===== src/rtl/core/tsxy_pkg.sv =====
package tsxy_pkg;

    localparam int INDEX_BITS = 31;
    localparam int COORD_BITS = 19;

    // one root bit is settled per pipeline stage
    localparam int ROOT_BITS = (INDEX_BITS + 1) / 2;
    localparam int PAD_BITS  = 2 * ROOT_BITS;
    localparam int REM_BITS  = ROOT_BITS + 2;
    localparam int CALC_BITS = (ROOT_BITS + 2 > COORD_BITS) ? ROOT_BITS + 2 : COORD_BITS;

    localparam int IN_DATA_BITS  = ((INDEX_BITS + 7) / 8) * 8;
    localparam int OUT_DATA_BITS = ((2 * COORD_BITS + 7) / 8) * 8;

    typedef struct packed {
        logic [PAD_BITS-1:0]  rest;
        logic [REM_BITS-1:0]  rem;
        logic [ROOT_BITS-1:0] root;
    } t_root_word;

endpackage


===== src/rtl/core/triangular_spiral_index_to_xy_core.sv =====
// Maps a triangular spiral point index to its (x, y) coordinates. One index
// can be accepted every clock cycle while no output word is stalled; each
// result passes through one stage per square root bit in the restoring root
// pipeline, then one stage that rounds to the nearest root and one that forms
// the coordinates. The whole pipeline advances together and holds in place
// while an output word waits for i_m_axis_tready.
module triangular_spiral_index_to_xy_core (
    input  logic                                  i_clk,
    input  logic                                  i_rst_n,
    input  logic                                  i_s_axis_tvalid,
    output logic                                  o_s_axis_tready,
    // [30:0] point_index
    input  logic [tsxy_pkg::IN_DATA_BITS-1:0]     i_s_axis_tdata,
    output logic                                  o_m_axis_tvalid,
    input  logic                                  i_m_axis_tready,
    // [18:0] coord_x, [37:19] coord_y
    output logic [tsxy_pkg::OUT_DATA_BITS-1:0]    o_m_axis_tdata
);

    logic                                  en;
    logic [tsxy_pkg::ROOT_BITS:0]          valid;
    tsxy_pkg::t_root_word                  word [tsxy_pkg::ROOT_BITS+1];
    logic                                  out_valid;
    logic signed [tsxy_pkg::COORD_BITS-1:0] coord_x;
    logic signed [tsxy_pkg::COORD_BITS-1:0] coord_y;

    assign en = !out_valid || i_m_axis_tready;

    assign valid[0]     = i_s_axis_tvalid;
    assign word[0].rest = tsxy_pkg::PAD_BITS'(i_s_axis_tdata[tsxy_pkg::INDEX_BITS-1:0]);
    assign word[0].rem  = '0;
    assign word[0].root = '0;

    for (genvar g = 0; g < tsxy_pkg::ROOT_BITS; g++) begin : g_root
        tsxy_root_stage u_stage (
            .i_clk   (i_clk),
            .i_rst_n (i_rst_n),
            .i_en    (en),
            .i_valid (valid[g]),
            .i_word  (word[g]),
            .o_valid (valid[g+1]),
            .o_word  (word[g+1])
        );
    end

    tsxy_coord u_coord (
        .i_clk     (i_clk),
        .i_rst_n   (i_rst_n),
        .i_en      (en),
        .i_valid   (valid[tsxy_pkg::ROOT_BITS]),
        .i_word    (word[tsxy_pkg::ROOT_BITS]),
        .o_valid   (out_valid),
        .o_coord_x (coord_x),
        .o_coord_y (coord_y)
    );

    assign o_s_axis_tready = en;
    assign o_m_axis_tvalid = out_valid;
    assign o_m_axis_tdata  = tsxy_pkg::OUT_DATA_BITS'({coord_y, coord_x});

endmodule


===== src/rtl/core/tsxy_root_stage.sv =====
module tsxy_root_stage (
    input  logic                i_clk,
    input  logic                i_rst_n,
    input  logic                i_en,
    input  logic                i_valid,
    input  tsxy_pkg::t_root_word i_word,
    output logic                o_valid,
    output tsxy_pkg::t_root_word o_word
);

    logic [tsxy_pkg::REM_BITS-1:0] shifted;
    logic [tsxy_pkg::REM_BITS-1:0] trial;
    logic                          ge;
    tsxy_pkg::t_root_word          n_word;
    logic                          r_valid;
    tsxy_pkg::t_root_word          r_word;

    // bring down the next two index bits and try the next root bit
    always_comb begin
        shifted = {i_word.rem[tsxy_pkg::REM_BITS-3:0],
                   i_word.rest[tsxy_pkg::PAD_BITS-1 -: 2]};
        trial   = {i_word.root, 2'b01};
        ge      = (shifted >= trial);
        n_word.rest = {i_word.rest[tsxy_pkg::PAD_BITS-3:0], 2'b00};
        n_word.rem  = ge ? (shifted - trial) : shifted;
        n_word.root = {i_word.root[tsxy_pkg::ROOT_BITS-2:0], ge};
    end

    always_ff @(posedge i_clk) begin
        if (!i_rst_n) begin
            r_valid <= 1'b0;
        end else if (i_en) begin
            r_valid <= i_valid;
        end
    end

    always_ff @(posedge i_clk) begin
        if (i_en) begin
            r_word <= n_word;
        end
    end

    assign o_valid = r_valid;
    assign o_word  = r_word;

endmodule


===== src/rtl/core/tsxy_coord.sv =====
module tsxy_coord (
    input  logic                                i_clk,
    input  logic                                i_rst_n,
    input  logic                                i_en,
    input  logic                                i_valid,
    input  tsxy_pkg::t_root_word                i_word,
    output logic                                o_valid,
    output logic signed [tsxy_pkg::COORD_BITS-1:0] o_coord_x,
    output logic signed [tsxy_pkg::COORD_BITS-1:0] o_coord_y
);

    logic                              up;
    logic [tsxy_pkg::ROOT_BITS:0]      n_r;
    logic [tsxy_pkg::ROOT_BITS-1:0]    n_ad;
    logic [tsxy_pkg::REM_BITS-1:0]     back;
    logic                              r_a_valid;
    logic [tsxy_pkg::ROOT_BITS:0]      r_r;
    logic [tsxy_pkg::ROOT_BITS-1:0]    r_ad;
    logic                              r_neg;
    logic                              r_pos;

    logic                              odd;
    logic                              add_y;
    logic [tsxy_pkg::CALC_BITS-1:0]    rx;
    logic [tsxy_pkg::CALC_BITS-1:0]    ax;
    logic [tsxy_pkg::CALC_BITS-1:0]    half;
    logic [tsxy_pkg::CALC_BITS-1:0]    n_x;
    logic [tsxy_pkg::CALC_BITS-1:0]    n_y;
    logic                              r_b_valid;
    logic [tsxy_pkg::COORD_BITS-1:0]   r_x;
    logic [tsxy_pkg::COORD_BITS-1:0]   r_y;

    // nearest root: round up when the remainder passes the floor root
    // then |n - r*r| is the remainder or 2f+1 minus it
    always_comb begin
        up   = i_word.rem > tsxy_pkg::REM_BITS'(i_word.root);
        back = tsxy_pkg::REM_BITS'({i_word.root, 1'b1}) - i_word.rem;
        n_r  = {1'b0, i_word.root} + (tsxy_pkg::ROOT_BITS+1)'(up);
        n_ad = up ? back[tsxy_pkg::ROOT_BITS-1:0]
                  : i_word.rem[tsxy_pkg::ROOT_BITS-1:0];
    end

    always_ff @(posedge i_clk) begin
        if (!i_rst_n) begin
            r_a_valid <= 1'b0;
        end else if (i_en) begin
            r_a_valid <= i_valid;
        end
    end

    always_ff @(posedge i_clk) begin
        if (i_en) begin
            r_r   <= n_r;
            r_ad  <= n_ad;
            r_neg <= up;
            r_pos <= !up && (i_word.rem != '0);
        end
    end

    // odd r: square at (r, -(r>>1)); even r: square at (-r, -(r>>1))
    always_comb begin
        odd   = r_r[0];
        rx    = tsxy_pkg::CALC_BITS'(r_r);
        ax    = tsxy_pkg::CALC_BITS'(r_ad);
        half  = tsxy_pkg::CALC_BITS'(r_r[tsxy_pkg::ROOT_BITS:1]);
        add_y = (odd && r_pos) || (!odd && r_neg);
        n_x   = odd ? (rx - ax) : (ax - rx);
        n_y   = (add_y ? ax : '0) - half;
    end

    always_ff @(posedge i_clk) begin
        if (!i_rst_n) begin
            r_b_valid <= 1'b0;
        end else if (i_en) begin
            r_b_valid <= r_a_valid;
        end
    end

    always_ff @(posedge i_clk) begin
        if (i_en) begin
            r_x <= n_x[tsxy_pkg::COORD_BITS-1:0];
            r_y <= n_y[tsxy_pkg::COORD_BITS-1:0];
        end
    end

    assign o_valid   = r_b_valid;
    assign o_coord_x = r_x;
    assign o_coord_y = r_y;

endmodule


===== config.mk =====
export PLATFORM = sky130hd
export DESIGN_NAME = triangular_spiral_index_to_xy_core
export DESIGN_NICKNAME = d
export VERILOG_FILES = /design/src/rtl/core/tsxy_pkg.sv /design/src/rtl/core/triangular_spiral_index_to_xy_core.sv /design/src/rtl/core/tsxy_root_stage.sv /design/src/rtl/core/tsxy_coord.sv
export SDC_FILE = /design/constraint.sdc
export NUM_CORES = 1
export LEC_CHECK = 0
export ABC_CLOCK_PERIOD_IN_PS = 26700
export BUFFER_PORTS_ARGS = -buffer_cell sky130_fd_sc_hd__buf_2
export CAP_MARGIN = 15
export CORE_UTILIZATION = 35
export CTS_CLUSTER_DIAMETER = 30
export DETAILED_ROUTE_END_ITERATION = 6
export GPL_ROUTABILITY_DRIVEN = 0
export PLACE_DENSITY = 0.48
export SLEW_MARGIN = 20
export SYNTH_ARGS = -nofsm -noshare
export SYNTH_HDL_FRONTEND = slang
export SYNTH_SLANG_ARGS = --single-unit

===== constraint.sdc =====
create_clock -name i_clk -period 26.7 [get_ports i_clk]
set_input_delay 1.335 -clock i_clk [delete_from_list [all_inputs] [get_ports i_clk]]
set_output_delay 1.335 -clock i_clk [all_outputs]
set_load 0.01 [all_outputs]

==> Word level (Yosys, flattened, before mapping) <==
Index checks and enable logic that the tools add are counted.
{ "op_classes": {"add_sub_neg": 21, "n_lt_le_gt_ge": 17, "muxes": 19, "reduce_logical": 9} }
{ "op_table": {"columns": ["cell", "count"], "rows": [
  ["16-bit 2-to-1 mux", 16],
  ["16-bit subtractor", 2],
  ["19-bit 2-to-1 mux", 1],
  ["19-bit by 16-bit subtractor with 19-bit output", 1],
  ["18-bit by 10-bit >= comparator with 1-bit output", 1],
  ["18-bit by 11-bit >= comparator with 1-bit output", 1],
  ["18-bit by 12-bit >= comparator with 1-bit output", 1],
  ["18-bit by 13-bit >= comparator with 1-bit output", 1],
  ["18-bit by 14-bit >= comparator with 1-bit output", 1],
  ["18-bit by 15-bit >= comparator with 1-bit output", 1],
  ["18-bit by 16-bit >= comparator with 1-bit output", 1],
  ["18-bit by 17-bit >= comparator with 1-bit output", 1],
  ["18-bit by 3-bit >= comparator with 1-bit output", 1],
  ["18-bit by 4-bit >= comparator with 1-bit output", 1],
  ["18-bit by 5-bit >= comparator with 1-bit output", 1],
  ["18-bit by 6-bit >= comparator with 1-bit output", 1],
  ["18-bit by 7-bit >= comparator with 1-bit output", 1],
  ["18-bit by 8-bit >= comparator with 1-bit output", 1],
  ["18-bit by 9-bit >= comparator with 1-bit output", 1],
  ["18-bit by 16-bit > comparator with 1-bit output", 1],
  ["18-bit 2-to-1 mux", 1],
  ["18-bit nonzero test", 1],
  ["16-bit by 17-bit subtractor with 18-bit output", 1],
  ["17-bit by 16-bit subtractor with 18-bit output", 1],
  ["21 further kinds", 26]
]} }
{ "word_totals": {"reg_bits": 711, "in_bits": 36, "out_inout_bits": 42} }

==> Longest topological paths before layout <==
Gate-level depths: netlist of the first run.
{ "depth": {"ltp_word": 5, "depth_mapped": 14} }

==> Cells and area by module <==
Synthesis of the first run repeated with hierarchy kept, for this count alone.
{ "hier_totals": {"hier_cells": 4574, "area_unflattened_um2": 58418.5} }
{ "modules_own_cells": {"columns": ["module", "n_inst", "cells_each", "area_each_um2", "seq_area_each_um2"], "rows": [
  ["tsxy_root_stage at g_root[15].u_stage ...", 10, 247, 3263.1, 1941.9],
  ["tsxy_root_stage at g_root[0].u_stage ...", 6, 239, 3263.1, 1941.9],
  ["tsxy_coord", 1, 666, 6183.4, 2142.1],
  ["triangular_spiral_index_to_xy_core", 1, 4, 25.0, 0.0]
]} }

==> Worst setup path after synthesis of the first run <==
No wires, ideal clock.
{ "synth_timing": {"path_type": "in2out", "startpoint": "input i_m_axis_tready", "endpoint": "output o_s_axis_tready", "arrival_time_ns": 20.348, "path_slack_ns": 5.017, "path_stages": 4, "path_cell_list": "nor2b_1 clkbuf_1 clkinv_1 clkbuf_1"} }
{ "synth_via": {"elab_chain_len": 1} }
{ "synth_lines": {"columns": ["item", "line_no", "rtl"], "rows": [
  ["start, declared", "triangular_spiral_index_to_xy_core.sv:15", "input logic i_m_axis_tready,"],
  ["1-bit logical OR", "triangular_spiral_index_to_xy_core.sv:27", "assign en = !out_valid || i_m_axis_tready;"],
  ["end, declared", "triangular_spiral_index_to_xy_core.sv:11", "output logic o_s_axis_tready,"]
]} }
Every way passes these cells.

==> Worst setup path in the final report of the first run <==
{ "layout_timing": {"startpoint": "register u_coord.r_r[0] (netlist name)", "endpoint": "register u_coord.r_y (netlist bit u_coord.o_coord_y[14]) (data pin)"} }
{ "layout_via": {"elab_chain_len": 5, "word_cells_on_any_way": 6, "cone_classes": "1 x add/sub; 1 x mux; 4 x reduce/logical"} }
{ "layout_lines": {"columns": ["item", "line_no", "rtl"], "rows": [
  ["start, declared", "tsxy_coord.sv:17", "logic [tsxy_pkg::ROOT_BITS:0] r_r;"],
  ["start signal, assigned", "tsxy_coord.sv:53", "r_r <= n_r;"],
  ["1-bit logical NOT", "tsxy_coord.sv:66", "add_y = (odd && r_pos) || (!odd && r_neg);"],
  ["1-bit logical AND", "tsxy_coord.sv:66", null],
  ["1-bit logical OR *", "tsxy_coord.sv:66", null],
  ["16-bit 2-to-1 mux *", "tsxy_coord.sv:68", "n_y = (add_y ? ax : '0) - half;"],
  ["19-bit by 16-bit subtractor with 19-bit output *", "tsxy_coord.sv:68", null],
  ["via u_coord.n_y (one bit)", "tsxy_coord.sv:28", "logic [tsxy_pkg::CALC_BITS-1:0] n_y;"],
  ["end signal, assigned", "tsxy_coord.sv:82", "r_y <= n_y[tsxy_pkg::COORD_BITS-1:0];"],
  ["end, declared", "tsxy_coord.sv:31", "logic [tsxy_pkg::COORD_BITS-1:0] r_y;"]
]} }
Mark *: on every way through the listed nets, which the timed path passes. The rest lies on a longest branch.
A chain may end at the register's enable or synchronous reset.

==> flow_metrics.tcl, run 1 <==
set metrics [dict create \
    io_pins 78 \
    fp.dieH_um 318 \
    clock-sinks 702 \
    cap_violations 0 \
    antenna_found_initial 0 \
    vdd_drop_max_mv 0.0670 \
    ys_warn_count 0 \
    layout.cells.non_filler 4488 \
    port_buffers 74 \
    rsz0062_at_grt "false" \
    cp.arrival_ns 4.76 \
    layout_commonest_cell "edfxtp_1" \
    drt-initial-drc-count 1114 \
    finalCritPeriodShare 0.161 \
    post_cts_buffers 0 \
    ys_types 96 \
    post_cts_resized 0 \
    cts_tree "yes" \
    final_cell_mix "684 x edfxtp_1, 272 x inv_1, 232 x ha_1" \
    synth_area_per_cell_um2 12.3 \
    ys_ff_latch 702 \
    r2r_end "u_coord.o_coord_y[14]$_DFFE_PP_" \
    crit_type "flip-flop to flip-flop" \
    worst_pin_slew_ns 1.04 \
    clk_path_buf_depth 3 \
    synth-async-reset-ratio 0 \
    synth_top_area_share 0.586 \
    num_vias 22100 \
    synth_ff_type "edfxtp_1" \
    r2r_start "u_coord.r_r[0]$_DFFE_PP_" \
    hold-path-cell-count 0 \
    synth_edf_count 684 \
    path_max_fanout 27 \
    wl_per_cell_um 15.8 \
    grt_pass1_vias 22400 \
    synthCells 2847 \
    clk_latency_ns 0.74 \
    num_rows 115 \
    fin_tns_setup_ns 0 \
    p_total_uw 5190 \
    whs_endpoint "g_root[4].u_stage.o_word[47]$_DFFE_PP_" \
    final.setup_skew_ns 0.0319 \
    yosysSeqAreaShare 0.597 \
    min_path_type "flip-flop to flip-flop" \
    grt_overflow 0 \
    start_util 0.355 \
    antenna_cells 0 \
    rrSetupSlack_ns 22.41 \
    cts.clk_slew.worst_paths_ns 0.04 \
    min_from "g_root[3].u_stage.o_word[45]$_DFFE_PP_" \
    slew_headroom 0.305 \
    fin_crit_ns 4.29 \
    grt_max_degree 94 \
    reg2regPathDepth 13 \
    num-fill-cells 8996 \
    hold_violations 0 \
    drive_gt1_frac 0.133 \
    p_per_area_nw_per_um2 122 \
    dp_cells 4176 \
    numCtsBuffers 169 \
    slew_violations 0 \
    htreeDepth 4 \
    drc 0 \
    vias_per_cell 4.91 \
    placed_cell_area_um2 36900 \
    syn_area_um2 35000 \
    die_width_um 318 \
    drtPass1Iterations 5 \
    status "finished clean" \
    power_leakage_uw 0.0177 \
    nets 3332 \
    dieArea_um2 101000 \
    yosysTopAreaCell "edfxtp_1" \
    coreArea_um2 98700 \
    grt.total_usage 0.142 \
    dp_hpwl_um 50500 \
    setup_violations 0 \
    drt-total-wl_um 71100 \
    worstPathRequired_ns 27.17 \
    grt_pass1_wl_um 116000 \
    fin_area_um2 42700 \
    cp-start-kind "flip-flop" \
    endpoint_kind "flip-flop" \
    syn_to_final_growth_pct 22.0 \
    antenna_left 0 \
    ctsHoldBuffers 0 \
    cts_root_buf "clkbuf_16" \
    fmax_mhz 233 \
    yosys-top-cells-area "edfxtp_1 59%, ha_1 8.3%, xnor2_1 3.3%, inv_1 2.9%, a21oi_1 2.5%" \
]
==> critical path, stage by stage (launching register included) <==
cell      delay (ns)
edfxtp_1        1.03
mux2i_1         0.26
buf_4           0.25
nand2b_1        0.14
ha_1            0.18
inv_1           0.06
fa_1            0.40
a21oi_1         0.24
o22ai_1         0.17
o41a_1          0.38
and2_1          0.21
a41oi_1         0.34
a21oi_1         0.19
xor2_1          0.17
==> power by group <==
group	switching (uW)	internal (uW)	total, uW
Sequential	172	1560	1730
Clock	644	1380	2020
Combinational	835	607	1440
Total	1650	3540	5190
==> worst max path at each step <==
stage	start	endpoint	slack (ns)	depth (start not counted)
after floorplan	i_m_axis_tready	o_s_axis_tready	5.02	4
final	u_coord.r_r[0]$_DFFE_PP_	u_coord.o_coord_y[14]$_DFFE_PP_	22.41	13
after global placement	i_m_axis_tready	u_coord.o_coord_y[10]$_DFFE_PP_	21.51	7
after CTS	i_m_axis_tready	u_coord.o_coord_y[9]$_DFFE_PP_	22.21	7
after detailed placement	i_m_axis_tready	u_coord.o_coord_y[10]$_DFFE_PP_	21.41	7
after global routing	u_coord.r_r[0]$_DFFE_PP_	u_coord.o_coord_y[14]$_DFFE_PP_	22.15	13
==> layer usage <==
metal / global-route usage / vias up / wire, um
met4: 0.0621 / 0 / 2100
li1: - / 10900 / -
met1: 0.175 / 10500 / 31600
met2: 0.235 / 493 / 34200
met3: 0.0345 / 153 / 3120
met5: 0 / - / 0
==> cell usage after synthesis, types with 19 or more instances <==
cell and count:
mux2_2 25, nand2_1 176, inv_1 272, a21oi_1 178, a31oi_1 24, o21ai_0 138, xor2_1 92, edfxtp_1 684
nor3_1 67, a21boi_0 28, o21a_1 48, xnor2_1 133, nand4_1 26, ha_1 232, nand3_1 52, o21bai_1 19
nor4_1 24, buf_2 19, nand2b_1 36, nor2_1 182, clkbuf_1 22, a21o_1 45, nor2b_1 39
==> area by class of cell <==
type | instances | area (um^2) | area share
clock buffer | 187 | 4340 | 0.102
inverter | 275 | 1040 | 0.0243
multi-input combinational | 1820 | 12900 | 0.301
tap | 1287 | 1610 | 0.0377
clock inverter | 125 | 1440 | 0.0336
sequential | 702 | 20900 | 0.489
timing repair buffer | 92 | 517 | 0.0121
==> flip-flops by register name, indices dropped and copies added, names as in the netlist <==
register / flops
g_root.u_stage.o_word: 612
u_coord.o_coord_y: 19
u_coord.o_coord_x: 18
u_coord.r_r: 17
g_root.u_stage.o_valid: 16
u_coord.r_ad: 16
u_coord.o_valid: 1
u_coord.r_a_valid: 1
u_coord.r_neg: 1
u_coord.r_pos: 1
==> through the flow <==
stage               worst slack, ns  utilization  hold WS (ns)
floorplan                      5.02            -         0.400
global placement              21.51        0.374         0.401
detailed placement            21.41        0.374         0.405
CTS                           22.21        0.433         0.393
global route                  22.15        0.433         0.400
finish                        22.41        0.433         0.395
==> logic make-up (layout without fill, tap and decap cells) <==
kind of cell	count (synthesis)	count (layout)	synth area share
buf+inv	327	679	0.0370
compound gates	622	622	0.114
mux	43	43	0.0136
simple gates	690	690	0.0963
flops	702	702	0.597
xor+xnor	226	226	0.0567
fa+ha+maj	236	236	0.0852
other cells	1	3	0.000107
(Power assumes the default switching activity.)
==> inputs of run 2 (changes only) <==
- ABC_AREA: not set -> 1
- ABC_CLOCK_PERIOD_IN_PS: 26700 -> 4010
- clock period: 26.7 -> 4.01 ns (I/O delays scaled with it)
==> run 2 against run 1 <==
Effect of this change: clock power increased to 6.7 times the previous value; non-clock buffer count increased by 41; highest routed layer is now met5; critical path depth increased by 4; critical endpoint is now u_coord.r_r[13]$_DFFE_PP_; synthesized cell count increased by 52%; critical path type unchanged; combinational power increased to 8.2 times the previous value; utilization decreased by 0.33 points; cell count increased by 39%; hold slack got worse by 0.23 ns; largest cell class unchanged.
==> flow_metrics.tcl, run 2 <==
set metrics [dict create \
    status "finished clean" \
    wl_met1_um 44100 \
    finalCritPeriodShare 0.858 \
    wl_per_cell_um 14.7 \
    synth_ff_type "edfxtp_1" \
    grt_pass1_vias 27400 \
    cap_violations 0 \
    cp.buffers_inverters 2 \
    cp.arrival_ns 3.91 \
    final_cell_mix "1311 x nand2_1, 684 x edfxtp_1, 680 x inv_1" \
    fin_tns_setup_ns 0 \
    drt-initial-drc-count 1671 \
    cts.clk_slew.worst_paths_ns 0.04 \
    fin_ws_ns 0.570 \
    dieArea_um2 114000 \
    syn_area_um2 39300 \
    antenna_found_initial 1 \
    p_seq_frac 0.312 \
    synth_area_per_cell_um2 9.09 \
    ctsHoldBuffers 36 \
    grt_overflow 0 \
    numCtsBuffers 173 \
    endpoint_kind "flip-flop" \
    htreeDepth 4 \
    fin_util 0.429 \
    synth.most_common_cell "nand2_1" \
    dp_hpwl_um 67600 \
    start_util 0.354 \
    grt_pass1_wl_um 146000 \
    grt.total_usage 0.163 \
    post_cts_buffers 0 \
    crit_chain "inv_1 -> ha_1 -> nand2_1 -> nor2_1 -> and2b_1 -> nand4_4 -> nand2_4 -> inv_1 -> ha_1 -> nand2_1 -> nor2_1 -> nand3_1 -> nor2_1 -> nand2_1 -> nor2_1 -> nand2_1 -> xor2_1" \
    ys_ff_latch 702 \
    num_rows 122 \
    yosysTopAreaCell "edfxtp_1" \
    clk_latency_ns 0.75 \
    drive_gt1_frac 0.110 \
    clock-sinks 702 \
    fp.dieH_um 337 \
    cpPeakStageDelay_ns 0.46 \
    clk_path_buf_depth 3 \
    synth_top_area_share 0.523 \
    largest_reg_flops 612 \
    ys_types 61 \
    vdd_drop_max_mv 0.402 \
    p_per_area_nw_per_um2 775 \
    num_vias 28600 \
    vias_per_cell 4.59 \
    setup_violations 0 \
    cts_root_buf "clkbuf_16" \
    yosys-top-cells-area "edfxtp_1 52%, nand2_1 13%, ha_1 7.4%, inv_1 6.5%, nand3_1 3.5%" \
    swShare 0.359 \
    drtPass1Iterations 6 \
    ys_warn_count 0 \
    yosysSeqAreaShare 0.532 \
    grt_max_degree 103 \
    drt-total-wl_um 91500 \
    drc 0 \
    antenna_cells 0 \
    die_width_um 337 \
    synth_common_cells "1311 x nand2_1, 684 x edfxtp_1, 680 x inv_1" \
    routed.top_layer "met5" \
    fmax_mhz 291 \
    synthCells 4326 \
    synth-async-reset-ratio 0 \
    antenna_left 0 \
    cts_tree "yes" \
    min_path_type "primary input to flip-flop" \
    post_cts_resized 0 \
    rsz0062_at_grt "false" \
    power_leakage_uw 0.0229 \
    final.setup_skew_ns 0.0276 \
    nets 4866 \
    hold_violations 0 \
    worstPathRequired_ns 4.47 \
    slowest_stage "edfxtp_1" \
    clockPowerShare 0.367 \
    slew_headroom 0.434 \
    synth_edf_count 684 \
    cp-start-kind "flip-flop" \
    layout_commonest_cell "nand2_1" \
    intPower_uw 23700 \
    worst_pin_slew_ns 0.849 \
    crit_type "flip-flop to flip-flop" \
    wl_met3_um 3860 \
    coreArea_um2 111000 \
    port_buffers 74 \
    switchingPower_uw 13300 \
    io_pins 78 \
    slew_violations 0 \
    syn_to_final_growth_pct 21.2 \
    fin_crit_ns 3.44 \
    critical_path.top_delay_family "simple AND/OR/NAND/NOR gates" \
    route.met2.wl_um 41100 \
    hold_slack_ns 0.167 \
    p_comb_frac 0.321 \
    path_max_fanout 17 \
    pre_cts_slack_ns 0.644 \
]
-- run 2: worst paths after layout --
check | startpoint | to | slack, ns | cells past startpoint
max | g_root[15].u_stage.o_word[9]$_DFFE_PP_ | u_coord.r_r[13]$_DFFE_PP_ | 0.57 | 17
min | i_s_axis_tdata[5] | g_root[0].u_stage.o_word[41]$_DFFE_PP_ | 0.17 | 2
max reg2reg | g_root[15].u_stage.o_word[9]$_DFFE_PP_ | u_coord.r_r[13]$_DFFE_PP_ | 0.57 | 17
min reg2reg | g_root[1].u_stage.o_word[45]$_DFFE_PP_ | g_root[2].u_stage.o_word[47]$_DFFE_PP_ | 0.40 | 0
-- run 2: kinds of logic (layout without fill, tap and decap cells) --
group,after synthesis,in the layout,synth area share
AOI/OAI and AO/OA,377,377,0.0552
xor gates and xnor gates,140,140,0.0312
adders and majority gates,236,236,0.0759
buffers and inverters,741,1155,0.0757
DFF,702,702,0.532
muxes,3,3,0.000764
other,1,3,0.0000954
and+or+nand+nor,2126,2126,0.230
-- run 2: final cells by class --
type,instances,area [um^2]
fill,10900,63300
sequential,702,20900
multi-input combinational,2885,15400
clock buffer,189,4500
inverter,699,2640
tap,1488,1860
clock inverter,134,1310
timing repair buffer,133,1000
-- run 2: metrics by stage --
| step | power [uW] | instances | instance area [um^2] |
|---|---|---|---|
| 5_1_grt | 39500 | 6230 | 47700 |
| 4_1_cts | 37400 | 6230 | 47700 |
| 3_5_place_dp | 23500 | 5871 | 41500 |
| 2_1_floorplan | 20000 | 4328 | 39300 |
| 3_3_place_gp | 23500 | 5871 | 41500 |
| 6_report | 36900 | 6230 | 47700 |
-- run 2: power by group through the flow --
stage / sequential [uW] / clock, uW / combinational [uW]
2_1_floorplan: 11300 / 0 / 8750
3_3_place_gp: 11700 / 0 / 11800
3_5_place_dp: 11700 / 0 / 11800
4_1_cts: 11600 / 13900 / 11900
5_1_grt: 11700 / 14300 / 13500
6_report: 11500 / 13500 / 11800
-- run 2: per-layer routing --
metal,vias to the layer above,GRT usage
met1,13000,0.224
li1,14800,-
met5,-,0
met2,548,0.252
met3,157,0.0306
met4,2,0.0658
